### config.mk
export PLATFORM = sky130hd
export DESIGN_NAME = epoch_seconds_to_calendar_core
export DESIGN_NICKNAME = d
export VERILOG_FILES = /design/src/design/ecal_pkg.sv /design/src/design/epoch_seconds_to_calendar_core.sv /design/src/design/ecal_split.sv /design/src/design/ecal_tod.sv /design/src/design/ecal_date.sv
export SDC_FILE = /design/constraint.sdc
export NUM_CORES = 2
export LEC_CHECK = 0
export BUFFER_PORTS_ARGS = -buffer_cell sky130_fd_sc_hd__buf_4
export CAP_MARGIN = 20
export CORE_MARGIN = 4
export CORE_UTILIZATION = 44
export CTS_CLUSTER_DIAMETER = 100
export DETAILED_ROUTE_END_ITERATION = 7
export GPL_TIMING_DRIVEN = 1
export HOLD_SLACK_MARGIN = 0.06
export PLACE_DENSITY_LB_ADDON = 0.15
export SETUP_SLACK_MARGIN = 0.5
export SYNTH_ARGS = -nofsm -noshare
export SYNTH_HDL_FRONTEND = slang
export SYNTH_SLANG_ARGS = --single-unit
### constraint.sdc
create_clock -name clk -period 8 [get_ports clk]
set_input_delay 0.4 -clock clk [delete_from_list [all_inputs] [get_ports clk]]
set_output_delay 0.4 -clock clk [all_outputs]
set_load 0.005 [all_outputs]
### src/design/ecal_pkg.sv
`timescale 1ns / 1ps
`default_nettype none
package ecal_pkg;

  localparam int unsigned EPOCH_W  = 32;
  localparam int unsigned OFFSET_W = 18;
  localparam int unsigned SUM_W    = 33;
  localparam int unsigned V_W      = 26;
  localparam int unsigned DAYS_W   = 16;
  localparam int unsigned Z_W      = 20;
  localparam int unsigned TOD_W    = 17;
  localparam int unsigned DOE_W    = 18;
  localparam int unsigned YOE_W    = 9;
  localparam int unsigned DOY_W    = 9;
  localparam int unsigned ERA_W    = 3;
  localparam int unsigned YEAR_W   = 12;

  // bias is a whole number of days that lifts every possible sum above zero
  localparam logic [SUM_W:0]   DAY_BIAS = 34'd2147731200;
  // day index relative to 0000-03-01, with the bias days taken back out
  localparam logic [Z_W-1:0]   Z_BASE   = 20'd694610;
  localparam logic [Z_W-1:0]   ERA_DAYS = 20'd146097;
  localparam logic [DOE_W-1:0] LAST_DOE = 18'd146096;

  // ceil(2^s / d) reciprocals, s picked so the quotient is exact over the input range
  localparam logic [26:0] RECIP_675   = 27'(((64'd1 << 36) + 64'd674) / 64'd675);
  localparam logic [18:0] RECIP_1460  = 19'(((64'd1 << 29) + 64'd1459) / 64'd1460);
  localparam logic [18:0] RECIP_36524 = 19'(((64'd1 << 34) + 64'd36523) / 64'd36524);
  localparam logic [18:0] RECIP_365   = 19'(((64'd1 << 27) + 64'd364) / 64'd365);
  localparam logic [9:0]  RECIP_100   = 10'(((64'd1 << 16) + 64'd99) / 64'd100);
  localparam logic [11:0] RECIP_153   = 12'(((64'd1 << 19) + 64'd152) / 64'd153);
  localparam logic [11:0] RECIP_5     = 12'(((64'd1 << 14) + 64'd4) / 64'd5);
  localparam logic [20:0] RECIP_7     = 21'(((64'd1 << 23) + 64'd6) / 64'd7);
  localparam logic [17:0] RECIP_3600  = 18'(((64'd1 << 29) + 64'd3599) / 64'd3600);
  localparam logic [12:0] RECIP_60    = 13'(((64'd1 << 18) + 64'd59) / 64'd60);

  localparam int unsigned SPLIT_STAGES = 3;
  localparam int unsigned DATE_STAGES  = 8;
  localparam int unsigned TOD_PAD      = DATE_STAGES - 3;
  localparam int unsigned LATENCY      = SPLIT_STAGES + DATE_STAGES;

  typedef struct packed {
    logic [Z_W-1:0]   z;
    logic [TOD_W-1:0] tod;
  } ecal_day_t;

  typedef struct packed {
    logic [5:0] second;
    logic [5:0] minute;
    logic [4:0] hour;
  } ecal_tod_t;

  typedef struct packed {
    logic [4:0] day_of_month;
    logic [3:0] month_index;
    logic [7:0] years_since_1900;
    logic [2:0] weekday;
    logic [8:0] day_of_year;
  } ecal_date_t;

  function automatic logic [DOY_W-1:0] days_before_month(input logic [3:0] mon);
    logic [DOY_W-1:0] d;
    case (mon)
      4'd0:    d = 9'd0;
      4'd1:    d = 9'd31;
      4'd2:    d = 9'd59;
      4'd3:    d = 9'd90;
      4'd4:    d = 9'd120;
      4'd5:    d = 9'd151;
      4'd6:    d = 9'd181;
      4'd7:    d = 9'd212;
      4'd8:    d = 9'd243;
      4'd9:    d = 9'd273;
      4'd10:   d = 9'd304;
      4'd11:   d = 9'd334;
      default: d = 9'd0;
    endcase
    return d;
  endfunction

endpackage
`default_nettype wire

### src/design/epoch_seconds_to_calendar_core.sv
`timescale 1ns / 1ps
`default_nettype none
// Converts a signed 32-bit seconds-since-1970 count, plus the zone offset written
// through cfg_we / zone_offset_seconds, into broken-down Gregorian time. A word is
// taken on any cycle with start high; busy never rises, so one conversion can
// enter every clock. Each result appears on done for a single cycle. On its way,
// three stages split seconds into days and time of day,
// then eight stages walk the day count through era, year, month and day, with the
// divisions done as constant-reciprocal multiplies spread across the stages. The
// receiver cannot stall; results must be captured on the done cycle. Write the
// offset only while no conversion is in flight.
module epoch_seconds_to_calendar_core import ecal_pkg::*; (
  input  wire logic                clk,
  input  wire logic                rst,
  input  wire logic                start,
  output logic                     busy,
  input  wire logic [EPOCH_W-1:0]  epoch_seconds,
  input  wire logic                cfg_we,
  input  wire logic [OFFSET_W-1:0] zone_offset_seconds,
  output logic                     done,
  output logic [5:0]               second,
  output logic [5:0]               minute,
  output logic [4:0]               hour,
  output logic [4:0]               day_of_month,
  output logic [3:0]               month_index,
  output logic [7:0]               years_since_1900,
  output logic [2:0]               weekday,
  output logic [8:0]               day_of_year
);

  logic [OFFSET_W-1:0] zone_offset;
  logic                day_valid, tod_valid, date_valid;
  ecal_day_t           day;
  ecal_tod_t           tod_res;
  ecal_date_t          date_res;

  always_ff @(posedge clk) begin
    if (rst) begin
      zone_offset <= '0;
    end else if (cfg_we) begin
      zone_offset <= zone_offset_seconds;
    end
  end

  assign busy = 1'b0;

  ecal_split u_split (
    .clk           (clk),
    .rst           (rst),
    .in_valid      (start && !busy),
    .epoch_seconds (epoch_seconds),
    .zone_offset   (zone_offset),
    .out_valid     (day_valid),
    .out_day       (day)
  );

  ecal_tod u_tod (
    .clk       (clk),
    .rst       (rst),
    .in_valid  (day_valid),
    .tod       (day.tod),
    .out_valid (tod_valid),
    .out_tod   (tod_res)
  );

  ecal_date u_date (
    .clk       (clk),
    .rst       (rst),
    .in_valid  (day_valid),
    .z         (day.z),
    .out_valid (date_valid),
    .out_date  (date_res)
  );

  assign done             = date_valid;
  assign second           = tod_res.second;
  assign minute           = tod_res.minute;
  assign hour             = tod_res.hour;
  assign day_of_month     = date_res.day_of_month;
  assign month_index      = date_res.month_index;
  assign years_since_1900 = date_res.years_since_1900;
  assign weekday          = date_res.weekday;
  assign day_of_year      = date_res.day_of_year;

  // time-of-day and date paths must stay in lockstep
  a_paths_aligned: assert property (@(posedge clk) disable iff (rst)
    tod_valid == date_valid)
    else $error("time and date paths out of step");

  a_fixed_latency: assert property (@(posedge clk) disable iff (rst)
    (start && !busy) |-> ##LATENCY done)
    else $error("result strobe missing after accepted word");

  a_ranges: assert property (@(posedge clk) disable iff (rst)
    done |-> (second < 6'd60 && minute < 6'd60 && hour < 5'd24 && weekday < 3'd7
              && month_index < 4'd12 && day_of_month != 5'd0 && day_of_year < 9'd366))
    else $error("result field out of range");

endmodule
`default_nettype wire

### src/design/ecal_split.sv
`timescale 1ns / 1ps
`default_nettype none
module ecal_split import ecal_pkg::*; (
  input  wire logic                clk,
  input  wire logic                rst,
  input  wire logic                in_valid,
  input  wire logic [EPOCH_W-1:0]  epoch_seconds,
  input  wire logic [OFFSET_W-1:0] zone_offset,
  output logic                     out_valid,
  output ecal_day_t                out_day
);

  logic             s1_valid, s2_valid;
  logic [SUM_W-1:0] s1_u;
  logic [52:0]      s2_prod;
  logic [V_W-1:0]   s2_v;
  logic [6:0]       s2_low;

  logic [SUM_W:0]    sum_next;
  logic [DAYS_W-1:0] q;
  logic [V_W-1:0]    q675;
  logic [V_W-1:0]    r_full;

  // biased sum is never negative, so floor division becomes plain unsigned division
  assign sum_next = {{2{epoch_seconds[EPOCH_W-1]}}, epoch_seconds}
                  + {{(SUM_W + 1 - OFFSET_W){zone_offset[OFFSET_W-1]}}, zone_offset}
                  + DAY_BIAS;

  // 86400 = 128 * 675
  assign q      = s2_prod[36 + DAYS_W - 1:36];
  assign q675   = V_W'(q) * 26'd675;
  assign r_full = s2_v - q675;

  always_ff @(posedge clk) begin
    if (rst) begin
      s1_valid  <= 1'b0;
      s2_valid  <= 1'b0;
      out_valid <= 1'b0;
    end else begin
      s1_valid  <= in_valid;
      s2_valid  <= s1_valid;
      out_valid <= s2_valid;
    end
  end

  always_ff @(posedge clk) begin
    s1_u        <= sum_next[SUM_W-1:0];
    s2_v        <= s1_u[SUM_W-1:7];
    s2_low      <= s1_u[6:0];
    s2_prod     <= s1_u[SUM_W-1:7] * RECIP_675;
    out_day.z   <= {4'b0, q} + Z_BASE;
    out_day.tod <= {r_full[9:0], s2_low};
  end

endmodule
`default_nettype wire

### src/design/ecal_tod.sv
`timescale 1ns / 1ps
`default_nettype none
module ecal_tod import ecal_pkg::*; (
  input  wire logic             clk,
  input  wire logic             rst,
  input  wire logic             in_valid,
  input  wire logic [TOD_W-1:0] tod,
  output logic                  out_valid,
  output ecal_tod_t             out_tod
);

  logic [2:0]       t_valid;
  logic [34:0]      t1_ph;
  logic [TOD_W-1:0] t1_tod;
  logic [4:0]       t2_hour;
  logic [11:0]      t2_rem;
  logic [24:0]      t3_pmin;
  logic [4:0]       t3_hour;
  logic [11:0]      t3_rem;

  logic [TOD_PAD-1:0] pad_valid;
  ecal_tod_t          pad_data [TOD_PAD];

  logic [4:0]       hour_c;
  logic [TOD_W-1:0] h3600;
  logic [TOD_W-1:0] rem_full;
  logic [5:0]       min_c;
  logic [11:0]      m60;
  logic [11:0]      sec_full;

  assign hour_c   = t1_ph[33:29];
  assign h3600    = TOD_W'(hour_c) * 17'd3600;
  assign rem_full = t1_tod - h3600;
  assign min_c    = t3_pmin[23:18];
  assign m60      = 12'(min_c) * 12'd60;
  assign sec_full = t3_rem - m60;

  always_ff @(posedge clk) begin
    if (rst) begin
      t_valid   <= '0;
      pad_valid <= '0;
    end else begin
      t_valid   <= {t_valid[1:0], in_valid};
      pad_valid <= {pad_valid[TOD_PAD-2:0], t_valid[2]};
    end
  end

  always_ff @(posedge clk) begin
    t1_ph   <= tod * RECIP_3600;
    t1_tod  <= tod;
    t2_hour <= hour_c;
    t2_rem  <= rem_full[11:0];
    t3_pmin <= t2_rem * RECIP_60;
    t3_hour <= t2_hour;
    t3_rem  <= t2_rem;
    pad_data[0].second <= sec_full[5:0];
    pad_data[0].minute <= min_c;
    pad_data[0].hour   <= t3_hour;
    for (int i = 1; i < TOD_PAD; i++) begin
      pad_data[i] <= pad_data[i-1];
    end
  end

  // delay line keeps this path aligned with the date path
  assign out_valid = pad_valid[TOD_PAD-1];
  assign out_tod   = pad_data[TOD_PAD-1];

endmodule
`default_nettype wire

### src/design/ecal_date.sv
`timescale 1ns / 1ps
`default_nettype none
module ecal_date import ecal_pkg::*; (
  input  wire logic           clk,
  input  wire logic           rst,
  input  wire logic           in_valid,
  input  wire logic [Z_W-1:0] z,
  output logic                out_valid,
  output ecal_date_t          out_date
);

  logic [DATE_STAGES-1:0] vld;

  // stage 1
  logic [DOE_W-1:0] d1_doe;
  logic [ERA_W-1:0] d1_era;
  logic [Z_W-1:0]   d1_xw;
  logic [40:0]      d1_pw;
  // stage 2
  logic [DOE_W-1:0] d2_n, d2_doe;
  logic [ERA_W-1:0] d2_era;
  logic [2:0]       d2_wday;
  // stage 3
  logic [36:0]      d3_py;
  logic [DOE_W-1:0] d3_doe;
  logic [ERA_W-1:0] d3_era;
  logic [2:0]       d3_wday;
  // stage 4
  logic [YOE_W-1:0] d4_yoe;
  logic [DOY_W-1:0] d4_doy;
  logic [ERA_W-1:0] d4_era;
  logic [2:0]       d4_wday;
  // stage 5
  logic [22:0]      d5_pmp;
  logic [DOY_W-1:0] d5_doy;
  logic [YOE_W-1:0] d5_yoe;
  logic [ERA_W-1:0] d5_era;
  logic [2:0]       d5_wday;
  // stage 6
  logic [10:0]      d6_t153;
  logic [3:0]       d6_mon;
  logic [7:0]       d6_ys;
  logic             d6_leap;
  logic [DOY_W-1:0] d6_doy;
  logic [2:0]       d6_wday;
  // stage 7
  logic [22:0]      d7_pd5;
  logic [3:0]       d7_mon;
  logic [7:0]       d7_ys;
  logic             d7_leap;
  logic [DOY_W-1:0] d7_doy;
  logic [2:0]       d7_wday;

  logic [ERA_W-1:0] era_c;
  logic [Z_W-1:0]   era_base;
  logic [Z_W-1:0]   xw_c;
  logic [36:0]      pa, pb;
  logic             last_day;
  logic [DOE_W-1:0] n_c;
  logic [17:0]      q7;
  logic [Z_W-1:0]   q7x7, wday_full;
  logic [YOE_W-1:0] yoe_c;
  logic [18:0]      p100;
  logic [DOE_W-1:0] yr_days, doy_full;
  logic [10:0]      x5;
  logic [3:0]       mp, mon_c;
  logic [YOE_W-1:0] y4;
  logic [YEAR_W-1:0] year_c, ys_full;
  logic             leap_c;
  logic [DOY_W-1:0] dm, mday_full, yday_c;

  // era search: a few independent compares
  always_comb begin
    era_c = '0;
    for (int k = 1; k < (1 << ERA_W); k++) begin
      if (z >= Z_W'(k) * ERA_DAYS) begin
        era_c = ERA_W'(k);
      end
    end
  end
  assign era_base = Z_W'(era_c) * ERA_DAYS;
  assign xw_c     = z + 20'd3;

  // year of era: doe - doe/1460 + doe/36524 - doe/146096, all over 365
  assign pa        = d1_doe * RECIP_1460;
  assign pb        = d1_doe * RECIP_36524;
  assign last_day  = (d1_doe == LAST_DOE);
  assign n_c       = d1_doe - DOE_W'(pa[36:29]) + DOE_W'(pb[36:34]) - DOE_W'(last_day);
  assign q7        = d1_pw[40:23];
  assign q7x7      = Z_W'(q7) * 20'd7;
  assign wday_full = d1_xw - q7x7;

  assign yoe_c    = d3_py[35:27];
  assign p100     = 19'(yoe_c) * 19'(RECIP_100);
  assign yr_days  = DOE_W'(yoe_c) * 18'd365 + DOE_W'(yoe_c[YOE_W-1:2])
                  - DOE_W'(p100[18:16]);
  assign doy_full = d3_doe - yr_days;

  assign x5 = 11'(d4_doy) * 11'd5 + 11'd2;

  // March-based month back to January-based
  assign mp     = d5_pmp[22:19];
  assign mon_c  = (mp < 4'd10) ? mp + 4'd2 : mp - 4'd10;
  assign y4     = d5_yoe + YOE_W'(mon_c < 4'd2);
  assign year_c = YEAR_W'(d5_era) * 12'd400 + YEAR_W'(y4);
  assign ys_full = year_c - 12'd1900;
  // era*400 drops out of the 4/100/400 test
  assign leap_c = (y4[1:0] == 2'd0) && !(y4 == 9'd100 || y4 == 9'd200 || y4 == 9'd300);

  assign dm        = d7_pd5[22:14];
  assign mday_full = d7_doy - dm + 9'd1;
  assign yday_c    = days_before_month(d7_mon) + d7_doy - dm
                   + DOY_W'(d7_mon >= 4'd2 && d7_leap);

  always_ff @(posedge clk) begin
    if (rst) begin
      vld <= '0;
    end else begin
      vld <= {vld[DATE_STAGES-2:0], in_valid};
    end
  end

  always_ff @(posedge clk) begin
    d1_doe  <= DOE_W'(z - era_base);
    d1_era  <= era_c;
    d1_xw   <= xw_c;
    d1_pw   <= xw_c * RECIP_7;

    d2_n    <= n_c;
    d2_doe  <= d1_doe;
    d2_era  <= d1_era;
    d2_wday <= wday_full[2:0];

    d3_py   <= d2_n * RECIP_365;
    d3_doe  <= d2_doe;
    d3_era  <= d2_era;
    d3_wday <= d2_wday;

    d4_yoe  <= yoe_c;
    d4_doy  <= doy_full[DOY_W-1:0];
    d4_era  <= d3_era;
    d4_wday <= d3_wday;

    d5_pmp  <= x5 * RECIP_153;
    d5_doy  <= d4_doy;
    d5_yoe  <= d4_yoe;
    d5_era  <= d4_era;
    d5_wday <= d4_wday;

    d6_t153 <= 11'(mp) * 11'd153 + 11'd2;
    d6_mon  <= mon_c;
    d6_ys   <= ys_full[7:0];
    d6_leap <= leap_c;
    d6_doy  <= d5_doy;
    d6_wday <= d5_wday;

    d7_pd5  <= d6_t153 * RECIP_5;
    d7_mon  <= d6_mon;
    d7_ys   <= d6_ys;
    d7_leap <= d6_leap;
    d7_doy  <= d6_doy;
    d7_wday <= d6_wday;

    out_date.day_of_month     <= mday_full[4:0];
    out_date.month_index      <= d7_mon;
    out_date.years_since_1900 <= d7_ys;
    out_date.weekday          <= d7_wday;
    out_date.day_of_year      <= yday_c;
  end

  assign out_valid = vld[DATE_STAGES-1];

endmodule
`default_nettype wire

# --- Yosys cells after proc, flatten, opt, wreduce, memory -nomap -nowiden ---
# Memory sizes are Yosys's and may differ from the RTL's. A register that Yosys moved wholly into a read port is not among the register bits.
# Index checks and enable logic that the tools add are counted.
# Widths: inputs -> output; s select.
word_totals:
  reg_bits: 595
  ramBits: 85
  rom_bits: 144
  inputBits: 54
  output_inout_bits: 48
  elab_cells: 132
  n_memories: 2
mem_list:
  columns: ["name", "words", "word_bits", "rd", "rd_ports_with_merged_regs", "write_ports", "line", "rtl"]
  rows:
  - ["(no name shown)", 16, 9, 1, 1, 0, "ecal_pkg.sv:63", "case (mon)"]
  - ["u_tod.pad_data", 5, 17, 5, 0, 5, "ecal_tod.sv:22", "ecal_tod_t pad_data [TOD_PAD];"]
classes:
  n_addsub: 27
  multipliers: 19
  order_cmp: 10
  eq_ne: 4
  muxes: 8
  n_reduce_logical: 6
ops:
  columns: ["operator", "n"]
  rows:
  - ["$ge 20x20->1 const B", 4]
  - ["$mul 26x27->52 const B", 1]
  - ["$mul 11x12->23 const B", 2]
  - ["$mul 20x21->41 const B", 1]
  - ["$ge 20x19->1 const B", 2]
  - ["$mul 18x19->37 const B", 1]
  - ["$mul 17x18->34 const B", 1]
  - ["$mul 18x16->34 const B", 1]
  - ["$add 32x18->33", 1]
  - ["$add 33x32->33 const B", 1]
  - ["$mul 18x16->33 const B", 1]
  - ["$mul 12x12->23 const B", 1]
  - ["$add 11x2->11 const B", 2]
  - ["$add 16x20->20 const B", 1]
  - ["$add 20x2->20 const B", 1]
  - ["$ge 20x18->1 const B", 1]
  - ["$add 18x3->18", 1]
  - ["$add 9x1->9", 2]
  - ["$eq 18x18->1 const B", 1]
  - ["$mul 18x3->3 const B", 1]
  - ["$mul 3x18->18 const B", 1]
  - ["$sub 18x1->18", 1]
  - ["$sub 18x18->18", 1]
  - ["$sub 18x8->18", 1]
  - ["36 further kinds", 43]

# --- Depth between registers and ports, before layout ---
logic_depth:
  depth_word: 10
  ltp_mapped: 35

# --- Cells and area by module ---
# From an unflattened synthesis, not the netlist that was laid out.
unflattened:
  hier_cells: 5685
  area_unflattened_um2: 59366.9
by_module_without_submodules:
  columns: ["mod", "instances", "cells_each", "area_each_um2", "seq_area_each_um2"]
  rows:
  - ["ecal_date", 1, 3258, 34170.3, 5044.8]
  - ["ecal_split", 1, 1547, 15351.0, 2062.0]
  - ["ecal_tod", 1, 820, 9185.1, 2882.8]
  - ["epoch_seconds_to_calendar_core", 1, 60, 660.6, 360.3]

# --- Least setup slack after synthesis ---
# Ideal clock, no wire load.
synth_path:
  kind: "register to register"
  start: "register u_date.d1_doe[10]"
  end: "register u_date.d2_n[16]"
  setup_ns: 0.121
  t_arrival_ns: 8.402
  path_slack_ns: -0.523
  path_stages_with_launch: 33
  period_less_slack_ns: 8.523
  cell_sequence: "dfxtp_1 -> inv_1 -> ha_1 -> inv_1 -> fa_1 -> fa_1 -> fa_1 -> fa_1 -> inv_1 -> fa_1 -> inv_1 -> ha_1 -> nand4_1 -> a2111oi_2 -> nand4_1 -> o2bb2ai_1 -> nor2_1 -> o21a_1 -> xnor2_1 -> fa_1 -> inv_1 -> fa_1 -> or2b_1 -> fa_1 -> nor2b_1 -> o21ai_0 -> a21boi_0 -> o21ai_0 -> a21oi_1 -> a211oi_1 -> o31ai_1 -> a21oi_1 -> xnor2_1"
synth_via:
  elab_chain_len: 4
  elab_cells_between_ends: 6
synth_lines:
  columns: ["item", "line", "rtl"]
  rows:
  - ["start: declaration", "ecal_date.sv:15", "logic [DOE_W-1:0] d1_doe;"]
  - ["start signal: assignment", "ecal_date.sv:124", "d1_doe <= DOE_W'(z - era_base);"]
  - ["$mul 18x16->34", "ecal_date.sv:85", "assign pa = d1_doe * RECIP_1460;"]
  - ["$sub 18x8->18", "ecal_date.sv:88", "assign n_c = d1_doe - DOE_W'(pa[36:29]) + DOE_W'(pb[36:34]) - DOE_W'(last_day);"]
  - ["$add 18x3->18", "ecal_date.sv:88", null]
  - ["$sub 18x1->18 (*)", "ecal_date.sv:88", null]
  - ["named net u_date.n_c[16]", "ecal_date.sv:59", "logic [DOE_W-1:0] n_c;"]
  - ["end signal: assignment", "ecal_date.sv:129", "d2_n <= n_c;"]
  - ["end: declaration", "ecal_date.sv:20", "logic [DOE_W-1:0] d2_n, d2_doe;"]
# The timed path passes the listed nets; every way through them passes the cells marked *.
# A chain may end at the register's enable or synchronous reset.

# --- Worst setup path after layout ---
# Same ends and word-level chain as after synthesis.

==> flow_summary_export.csv <==
group,metric,value,unit
outcome,status,"finished with violations",
outcome,violations,"setup timing",
placed_design,dp_cells,7485,
synthesis,ys_types,81,
floorplanning,die-height,370,um
routing,routed_wl,124000,um
grt,grt_usage,18.9,%
clock_network,cts_buffers,58,
floorplanning,num_rows,132,
job,maxCapViolCount,0,
clock_network,cts_tree,"done",
final_layout,final_cells,7663,
timing,setup_viol,6,
setup_path,crit_top_cell,"fa_1",
timing,fin_tns_setup,-1010,ps
setup_path,slowest_stage,"fa_1",
routing,viasPerCell,4.71,
grt,grt_pass1_vias,39100,
floorplanning,io_pins,102,
clock_network,insertion_delay,680,ps
routing,drt-initial-drc-count,1170,
setup_path,endpoint_kind,"register",
synthesis,yosysSeqAreaShare,17.4,%
grt,grt_pass1_wl,205000,um
floorplanning,core-area,130000,um^2
floorplanning,initial_utilization,44.4,%
placed_design,pre_cts_slack,-462,ps
final_layout,num-fill-cells,12000,
synthesis,syn-cell-area,57500,um^2
synthesis,synthFlopType,"dfxtp_1",
grt,grt_max_degree,30,
routing,drt_pass1_iterations,5,
grt,grt_overflow,0,
setup_path,path_max_fanout,4,
setup_path,required,8530,ps
timing,hold_violations,0,
setup_path,startpoint_type,"register",
final_layout,drive_above_1_share,10.3,%
synthesis,ys_warn_count,0,
clock_network,htreeDepth,2,
routing,routedWlPerCell,16.2,um
synthesis,avgSynthCellArea,10.5,um^2
setup_path,path_class,"reg -> reg",
setup_path,slowest_delay,530,ps
setup_path,crit_family,"adder cells",
placed_design,portBuffers,100,
timing,slew_headroom,29.8,%
floorplanning,dieArea,137000,um^2
synthesis,async_reset_ff_share,0,%
timing,fin_ws,-227,ps
timing,post-route-min-period,8230,ps
synthesis,ys_ff_latch,499,
final_layout,fin_nets,8144,
clock_network,numClockSinks,499,
routing,drc,0,
synthesis,synth_edf_count,0,
timing,finClkSkew,45.5,ps
routing,antenna_left,0,
timing,drv_slew,0,
floorplanning,die_w,370,um
placed_design,gp_congestion,0.894,
synthesis,synthesis.nets,7757,
timing,max_freq,0.122,GHz
clock_network,path_clk_slew,70,ps
placed_design,dp_hpwl,108000,um
grt,antenna_found_initial,3,
timing,max_slew.worst_pin.slew,1050,ps
setup_path,worstPathBufferInverterCount,6,
clock_network,ctsRootBufferMaster,"clkbuf_16",
synthesis,syn_inst,5482,
hold_path,min-delay-path-class,"in -> reg",
timing,rsz0062_at_grt,"true",
routing,route.vias.total,36100,
setup_path,crit_arrival,8760,ps
final_layout,syn_to_final_growth,13.6,%
clock_network,cts_buffer_depth,3,
timing,fin_crit_sh,103,%
==> flip-flops by register name, summed over array words and instances, names as in the netlist, 11 cells and up, named ones only <==
register	count
u_split.s2_prod	19
zone_offset	18
u_tod.t2_rem	12
u_tod.t1_tod	11
u_date.out_date	29
u_date.d2_n	18
u_split.out_day	34
u_date.d1_doe	18
u_date.d6_t153	11
u_tod.pad_data	85
u_split.s1_u	33
==> kinds of logic (layout without fill, tap and decap cells) <==
group	after synthesis	after routing	synth area share, %
buf+inv	1474	1911	9.74
compound gates	502	502	5.81
other cells	1	3	0.00652
flops	499	499	17.4
fa+ha+maj	2221	2221	58.4
mux	23	23	0.405
xor+xnor	276	276	4.20
simple gates	486	486	4.10
==> cell usage after synthesis, types with 5 or more instances <==
cell type	instances	area, um^2
nand2b_1	22	138
a21oi_1	147	736
mux2i_1	21	210
ha_1	1450	18100
buf_4	18	135
o21ai_0	87	435
or3_1	11	68.8
o22ai_1	5	31.3
nor2b_1	27	169
o21a_1	40	300
a2111oi_0	5	43.8
a21boi_0	6	45.0
xor2_1	82	718
nand4_1	30	188
fa_1	771	15400
a41o_1	5	50.1
o21bai_1	23	173
a211oi_1	22	165
a21o_1	60	450
nor4_1	9	56.3
nand3_1	37	185
a31oi_1	13	81.3
and3_1	10	62.6
clkbuf_1	10	37.5
nor2_1	146	548
or2_2	12	75.1
and2_1	12	75.1
xnor2_1	194	1700
o31ai_1	6	45.0
o211ai_1	18	135
dfxtp_1	499	9990
inv_1	1445	5420
nor3_1	51	255
nand2_1	99	372
==> cells in the final DEF, fill, tap and decap left out, types with 60 or more instances in the layout <==
| cell | instances |
|---|---|
| o21ai_0 | 76 |
| a21oi_1 | 135 |
| ha_1 | 1404 |
| xor2_1 | 81 |
| nor2_1 | 142 |
| fa_1 | 761 |
| nand2_1 | 94 |
| inv_1 | 1417 |
| dfxtp_1 | 483 |
| a21o_1 | 60 |
| buf_4 | 307 |
| xnor2_1 | 191 |
==> worst register-to-register path, delay by kind of cell, from the launching register on <==
family / cells / cell delay, ps
fa+ha+maj: 10 / 4420
buf+inv: 6 / 520
compound gates: 10 / 1740
xor+xnor: 2 / 260
flops: 1 / 370
simple gates: 5 / 800
==> per-stage QoR <==
stage	util [%]	cell area, um^2	hold slack [ps]
final	50.4	65300	111
after global routing	50.4	65300	98.1
after CTS	50.2	65100	61.2
after detailed placement	47.8	62000	312
after global placement	47.8	62000	310
after floorplan	-	57800	310
==> layout make-up <==
cell class / count / area (um^2) / share of cell area [%]
diodes: 2 / 5.00 / 0.00766
clock buffers: 73 / 1580 / 2.41
clock inverters: 37 / 538 / 0.823
inverters: 1445 / 5450 / 8.34
multi-input cells: 3509 / 42700 / 65.3
flip-flops and latches: 499 / 10000 / 15.4
well taps: 1742 / 2180 / 3.34
repair buffers: 356 / 2850 / 4.37
==> worst paths after layout <==
path / cells past startpoint / from / slack (ps) / to
setup / recovery: 33 / u_date.d1_doe[10] / -230 / u_date.d2_n[16]
hold / removal: 2 / rst / 110 / zone_offset[16]
setup reg to reg: 33 / u_date.d1_doe[10] / -230 / u_date.d2_n[16]
hold reg to reg: 0 / u_date.d6_doy[5] / 320 / u_date.d7_doy[5]
==> per-layer routing <==
layer / vias up / track usage [%] / wire, um
met4: 0 / 4.35 / 2760
met3: 115 / 2.26 / 4220
met2: 422 / 31.9 / 57800
li1: 18200 / - / -
met5: - / 0 / 0
met1: 17400 / 26.0 / 59300
==> timing repair <==
| action | CTS | global route |
|---|---|---|
| endpoints found under the setup margin | 16 | 21 |
| resized for setup | 105 | 42 |
| hold buffers | 27 | 0 |
| pin swaps | 83 | 48 |
| buffers inserted | 31 | 8 |
| endpoints found under the hold margin | 22 | 0 |
Power is left out: the tool's default activity adds up to more than one toggle a clock period on the data nets, which glitch-free logic cannot reach.
